[src/hw/rtl/lpd_pkg.sv]
`timescale 1ns / 1ps
`default_nettype none

package lpd_pkg;

   localparam int unsigned BYTE_W    = 8;
   localparam int unsigned LEN_W     = 16;
   localparam int unsigned MAX_W     = 17;
   localparam int unsigned STATUS_W  = 2;
   localparam int unsigned PHASE_W   = 2;

   localparam logic [MAX_W-1:0] MAX_TOTAL_RESET = 17'd1024;
   localparam logic [MAX_W-1:0] HEADER_BYTES    = 17'd2;

   // result status codes
   localparam logic [STATUS_W-1:0] ST_HEADER    = 2'd0;
   localparam logic [STATUS_W-1:0] ST_PAYLOAD   = 2'd1;
   localparam logic [STATUS_W-1:0] ST_ZERO_LEN  = 2'd2;
   localparam logic [STATUS_W-1:0] ST_TOO_LARGE = 2'd3;
   localparam logic [STATUS_W-1:0] ST_NO_ERROR  = 2'd0;

   typedef struct packed {
      logic [STATUS_W-1:0] status;
      logic [BYTE_W-1:0]   payload_byte;
      logic [LEN_W-1:0]    frame_length;
      logic                last_of_frame;
   } rsp_type;

endpackage : lpd_pkg

`default_nettype wire

[src/hw/rtl/length_prefix_deframer.sv]
`timescale 1ns / 1ps
`default_nettype none
// Result path: the result of an accepted request is registered and shows on rsp_* in the cycle after it is accepted.
// Throughput: one request per cycle; the single result register refills as it drains,
//   so the only stall comes from rsp_tready held low.
// Reset (synchronous, active high): parser returns to the first header byte, sticky
//   error cleared, result register emptied, max_frame_total back to 1024.

module length_prefix_deframer (
   input  wire logic                         clock,
   input  wire logic                         reset,

   // config write: max_frame_total
   input  wire logic                         csr_valid,
   output logic                              csr_ready,
   input  wire logic [lpd_pkg::MAX_W-1:0]    csr_data,

   // request stream
   input  wire logic                         req_tvalid,
   output logic                              req_tready,
   input  wire logic [7:0]                   req_tdata,  // [7:0] data_byte

   // result stream
   output logic                              rsp_tvalid,
   input  wire logic                         rsp_tready,
   output logic [23:0]                       rsp_tdata,  // [7:0] payload_byte,
                                                         // [23:8] frame_length
   output logic [1:0]                        rsp_tuser,  // [1:0] status
   output logic                              rsp_tlast   // last_of_frame
);
   import lpd_pkg::*;

   logic [MAX_W-1:0] max_total_ff;
   logic             req_accept;
   logic             can_load;
   rsp_type          parse_result;
   rsp_type          out_result;

   // config register, written any cycle; only meaningful while idle
   assign csr_ready = 1'b1;

   always_ff @(posedge clock) begin
      if (reset) begin
         max_total_ff <= MAX_TOTAL_RESET;
      end else if (csr_valid) begin
         max_total_ff <= csr_data;
      end
   end

   // ready is just "result slot free or freeing", not an idle state
   assign req_tready = can_load;
   assign req_accept = req_tvalid && can_load;

   // header/payload tracking and length checks, one byte per request
   lpd_parser u_parser (
      .clock           (clock),
      .reset           (reset),
      .accept          (req_accept),
      .data_byte       (req_tdata),
      .max_frame_total (max_total_ff),
      .result          (parse_result)
   );

   // result register between parser and rsp side
   lpd_out_reg u_out_reg (
      .clock      (clock),
      .reset      (reset),
      .load       (req_accept),
      .result     (parse_result),
      .can_load   (can_load),
      .out_valid  (rsp_tvalid),
      .out_ready  (rsp_tready),
      .out_result (out_result)
   );

   assign rsp_tdata = {out_result.frame_length, out_result.payload_byte};
   assign rsp_tuser = out_result.status;
   assign rsp_tlast = out_result.last_of_frame;

endmodule : length_prefix_deframer

`default_nettype wire

[src/hw/rtl/lpd_parser.sv]
`timescale 1ns / 1ps
`default_nettype none

module lpd_parser (
   input  wire logic                        clock,
   input  wire logic                        reset,
   input  wire logic                        accept,
   input  wire logic [lpd_pkg::BYTE_W-1:0]  data_byte,
   input  wire logic [lpd_pkg::MAX_W-1:0]   max_frame_total,
   output lpd_pkg::rsp_type                 result
);
   import lpd_pkg::*;

   // phase codes
   localparam logic [PHASE_W-1:0] PH_LEN_HI  = 2'd0;
   localparam logic [PHASE_W-1:0] PH_LEN_LO  = 2'd1;
   localparam logic [PHASE_W-1:0] PH_PAYLOAD = 2'd2;

   logic [PHASE_W-1:0]  phase_ff,      phase_in;
   logic [BYTE_W-1:0]   length_high_ff, length_high_in;
   logic [LEN_W-1:0]    cur_len_ff,    cur_len_in;
   logic [LEN_W-1:0]    left_ff,       left_in;
   logic [STATUS_W-1:0] error_ff,      error_in;

   logic [LEN_W-1:0]    new_len;
   logic [MAX_W-1:0]    new_total;
   logic [LEN_W-1:0]    left_dec;

   assign new_len   = {length_high_ff, data_byte};
   assign new_total = {1'b0, new_len} + HEADER_BYTES;
   assign left_dec  = left_ff - 16'd1;

   always_comb begin
      phase_in       = phase_ff;
      length_high_in = length_high_ff;
      cur_len_in     = cur_len_ff;
      left_in        = left_ff;
      error_in       = error_ff;
      result         = '0;

      if (error_ff != ST_NO_ERROR) begin
         // sticky error: repeat the code, drop the byte
         result.status       = error_ff;
         result.frame_length = cur_len_ff;
      end else begin
         unique case (phase_ff)
            PH_LEN_LO: begin
               cur_len_in          = new_len;
               result.frame_length = new_len;
               if (new_len == '0) begin
                  error_in      = ST_ZERO_LEN;
                  result.status = ST_ZERO_LEN;
               end else if (new_total > max_frame_total) begin
                  error_in      = ST_TOO_LARGE;
                  result.status = ST_TOO_LARGE;
               end else begin
                  left_in       = new_len;
                  phase_in      = PH_PAYLOAD;
                  result.status = ST_HEADER;
               end
            end
            PH_PAYLOAD: begin
               left_in              = left_dec;
               result.status        = ST_PAYLOAD;
               result.payload_byte  = data_byte;
               result.frame_length  = cur_len_ff;
               result.last_of_frame = (left_dec == '0);
               if (left_dec == '0) begin
                  phase_in = PH_LEN_HI;
               end
            end
            default: begin
               // high length byte (unused code behaves the same)
               length_high_in = data_byte;
               cur_len_in     = '0;
               phase_in       = PH_LEN_LO;
               result.status  = ST_HEADER;
            end
         endcase
      end
   end

   always_ff @(posedge clock) begin
      if (reset) begin
         phase_ff       <= PH_LEN_HI;
         length_high_ff <= '0;
         cur_len_ff     <= '0;
         left_ff        <= '0;
         error_ff       <= ST_NO_ERROR;
      end else if (accept) begin
         phase_ff       <= phase_in;
         length_high_ff <= length_high_in;
         cur_len_ff     <= cur_len_in;
         left_ff        <= left_in;
         error_ff       <= error_in;
      end
   end

endmodule : lpd_parser

`default_nettype wire

[src/hw/rtl/lpd_out_reg.sv]
`timescale 1ns / 1ps
`default_nettype none

module lpd_out_reg (
   input  wire logic              clock,
   input  wire logic              reset,
   input  wire logic              load,
   input  wire lpd_pkg::rsp_type  result,
   output logic                   can_load,
   output logic                   out_valid,
   input  wire logic              out_ready,
   output lpd_pkg::rsp_type       out_result
);
   import lpd_pkg::*;

   logic    valid_ff, valid_in;
   rsp_type data_ff;

   // a new result may enter when the slot is empty or drains this cycle
   assign can_load = !valid_ff || out_ready;
   assign valid_in = load || (valid_ff && !out_ready);

   always_ff @(posedge clock) begin
      if (reset) begin
         valid_ff <= 1'b0;
      end else begin
         valid_ff <= valid_in;
      end
   end

   always_ff @(posedge clock) begin
      if (load) begin
         data_ff <= result;
      end
   end

   assign out_valid  = valid_ff;
   assign out_result = data_ff;

endmodule : lpd_out_reg

`default_nettype wire
[config.mk]
export PLATFORM = sky130hd
export DESIGN_NAME = length_prefix_deframer
export DESIGN_NICKNAME = d
export VERILOG_FILES = /design/src/hw/rtl/lpd_pkg.sv /design/src/hw/rtl/length_prefix_deframer.sv /design/src/hw/rtl/lpd_parser.sv /design/src/hw/rtl/lpd_out_reg.sv
export SDC_FILE = /design/constraint.sdc
export NUM_CORES = 1
export LEC_CHECK = 0
export BUFFER_PORTS_ARGS = -buffer_cell sky130_fd_sc_hd__buf_2
export CELL_PAD_IN_SITES_DETAIL_PLACEMENT = 0
export CELL_PAD_IN_SITES_GLOBAL_PLACEMENT = 1
export CORE_AREA = 2 2 100 122
export CTS_BUF_LIST = sky130_fd_sc_hd__clkbuf_8
export DETAILED_ROUTE_END_ITERATION = 16
export DIE_AREA = 0 0 102 124
export PLACE_DENSITY_LB_ADDON = 0.1
export SETUP_SLACK_MARGIN = 0.15
export SLEW_MARGIN = 0
export SYNTH_ARGS = -nofsm -noshare
export SYNTH_HDL_FRONTEND = slang
export SYNTH_SLANG_ARGS = --single-unit
[constraint.sdc]
create_clock -name clock -period 5 [get_ports clock]
set_input_delay 1.25 -clock clock [delete_from_list [all_inputs] [get_ports clock]]
set_output_delay 1.25 -clock clock [all_outputs]
set_load 0.005 [all_outputs]
==> metrics.txt <==
outcome=complete, no violations; Final Wtd Congestion=roughly 0.84; worst hold stages=2; post-synthesis register bit count=89; leakage=2.19 nW; number of flops mapped to enable cells by yosys=27; CTS max path bufs=2; worst min-delay path class=flip-flop to flip-flop; most common cell in the netlist=nor2_1; final hold violations=0; Routed wire per std cell=17.2 um; Area Growth Syn to Fin=10.8%; fraction of the mapped netlist area in simple logic gates=0.208; clock latency on the worst-skew pair=0.37 ns; Routed Antenna Nets=0; DR vias=4608; Max-Cap Viols=0; grt total ovfl=0; yosys warns=0; crit share post-route=0.857; Filler Cells Inserted=1170; Die Ht=approximately 120 um; placed wire-length estimate=roughly 9300 um; H-tree lvl count=3; fin crit period=~4.3 ns; CP arrival=4.59 ns; R2R Path End=u_parser.left_ff[0]; Least-Margin Pin Slew=about 0.75 ns; core box area=about 0.011 mm^2; reg-to-reg setup timing slack=roughly 1.5 ns; Final Core Density=0.492; Nets=~700; WS Path Type=input pin to flip-flop; largest family of logic cells by synthesized area=simple AND/OR/NAND/NOR gates; sequential share of the synthesized area=0.405; post-CTS sizing=0; Async S/R FF share, synth=0; # diodes=0; worst r2r src=u_parser.length_high_ff[1]; initial core utilization=0.444; Root Buffer=clkbuf_8; Avg Inst Size Synth=8.25 um^2; adder-cell share of the synthesized area=0.0568; Port Buf Inserts=58; first-pass GRT wire length=21900 um; syn_nets=between 600 and 700; RSZ-0062 raised after global routing=false; Synth area leader=dfxtp_1; # DRC=0; CTS Buf Count=9; antenna violations before repair=0; synthesized cell area=0.00507 mm^2; DR pass1 iterations=5; vias in the first global route=4138; max-slew violation count=0; Sink Count=between 80 and 90; Worst setup EP type=flip-flop; post-synthesis xor/xnor area fraction=0.0259; post-synth cell types=54; pwr/cell area=321 mW/mm^2; maximum fanout along the worst path=33; commonest cells in the synthesized netlist=77 x nor2_1, 65 x nand2_1, 62 x dfxtp_1; Compound-Gate Fraction of Synth Area=0.198; Rows=43; CP Launch Type=input pin; fmax=233 MHz; largest net degree at the start of global routing=64; top post-synthesis cells by area=dfxtp_1 24%, edfxtp_1 16%, nor2_1 5.7%, ha_1 5.7%, a21oi_1 5.4%; share of cells above drive strength 1=0.147; clock-pin slew on the worst setup and hold paths=0.09 ns; dominant synthesized flop cell=dfxtp_1; DRT iter0 DRCs=268; proportion of synthesized area in mux cells=0.0395; # Post-CTS Setup Buffers=0; Die W=~100 um; Worst Reg-to-Reg Cells=13; vias per std cell=5.73; Setup-failing EPs final=0; die area=roughly 0.013 mm^2; overall routing resource usage=0.224; Worst Path Required=5.30 ns; Hold Buf Count CTS=0; DRT Wirelength=13800 um; sum of negative setup slack=0 ns; Hold EP=u_parser.phase_ff[1]; worst vdd ir=between 0.15 and 0.2 mV; Cells after Synth=614; final clock skew=0.0104 ns; Yosys top cell area share=0.245; CTS tree=built; Hold Crit Start=u_parser.phase_ff[1]; I/O pin cnt=60; Slew HR=0.502
==> layout by cell type (no fill, tap or decap), types with 4 or more instances in the layout <==
cell      instances
a22oi_1          33
clkbuf_8          9
ha_1             22
nor2_1           77
nor3_1            8
nand4_1           9
inv_1            31
dfxtp_1          62
and2_1            4
a31oi_1           5
nor4_1            8
nand2_1          65
xnor2_1          12
a21oi_1          55
buf_2            58
mux2i_1          20
edfxtp_1         27
and3_1           10
nand2b_1          7
buf_4            11
o32ai_1           9
nand3_1          20
o21ai_0          29
==> flip-flops by register name (all words and copies together) (netlist names) <==
register,cells
u_parser.error_ff,2
u_parser.phase_ff,2
u_parser.cur_len_ff,16
u_parser.left_ff,16
max_total_ff,17
u_parser.length_high_ff,8
u_out_reg.out_result,27
u_out_reg.out_valid,1
==> metal layers <==
layer | wire (um) | GRT usage | up-vias
met1 | 5840 | 0.293 | 2211
li1 | - | - | 2227
met5 | 0 | 0 | -
met4 | 268 | 0.0825 | 0
met3 | 786 | 0.0286 | 17
met2 | 6930 | 0.379 | 153
==> critical path, cell delays in order <==
cell and delay (ns):
buf_2 0.12, and3_1 0.22, and3_1 0.23, nand3_1 0.18, nor2_1 0.19, nand2_1 0.08, xnor2_1 0.16, ha_1 0.35
nand4_1 0.13, nor4_1 0.43, a31o_2 0.22, a21oi_1 0.06, a211o_1 0.32, buf_12 0.18, or3_1 0.31, a31oi_1 0.15
==> through the flow <==
stage               setup WS, ns  hold WS (ns)  cells  total power [mW]  instance area (um^2)
floorplan                  0.694         0.451    614              1.22                  5070
global placement           0.463         0.469    788              1.36                  5440
detailed placement         0.415         0.481    788              1.37                  5440
CTS                        0.743         0.495    804              1.82                  5610
global route               0.430         0.530    804              1.91                  5610
finish                     0.717         0.489    804              1.80                  5610
==> where the power goes <==
part	internal (mW)	switching, mW
clock network	0.180	0.272
registers	0.790	0.0510
logic	0.184	0.326
total	1.15	0.649
==> cells by family after synthesis <==
family / after synthesis
compound gates: 157
xor+xnor: 15
fa+ha+maj: 23
buf+inv: 84
flops: 89
mux: 20
other cells: 1
simple gates: 225
==> area by class of cell <==
class	instances	area (um^2)	area share
Sequential cell	89	2050	0.366
Clock buffer	9	124	0.0221
Multi-Input combinational cell	441	2690	0.478
Tap cell	157	196	0.0350
Timing Repair Buffer	70	393	0.0700
Inverter	31	116	0.0207
Clock inverter	7	46.3	0.00825
==> worst max path at each step <==
| stage | slack (ns) | startpoint | depth (start not counted) | endpoint |
|---|---|---|---|---|
| 2_1_floorplan | 0.69 | req_tdata[3] | 16 | u_parser.left_ff[14] |
| 3_3_place_gp | 0.46 | req_tdata[4] | 16 | u_parser.left_ff[0] |
| 3_5_place_dp | 0.41 | req_tdata[4] | 16 | u_parser.left_ff[0] |
| 4_1_cts | 0.74 | req_tdata[4] | 16 | u_parser.left_ff[0] |
| 5_1_grt | 0.43 | req_tdata[4] | 16 | u_parser.left_ff[0] |
| 6_report | 0.72 | req_tdata[5] | 16 | u_parser.left_ff[0] |
(Power assumes the default switching activity.)
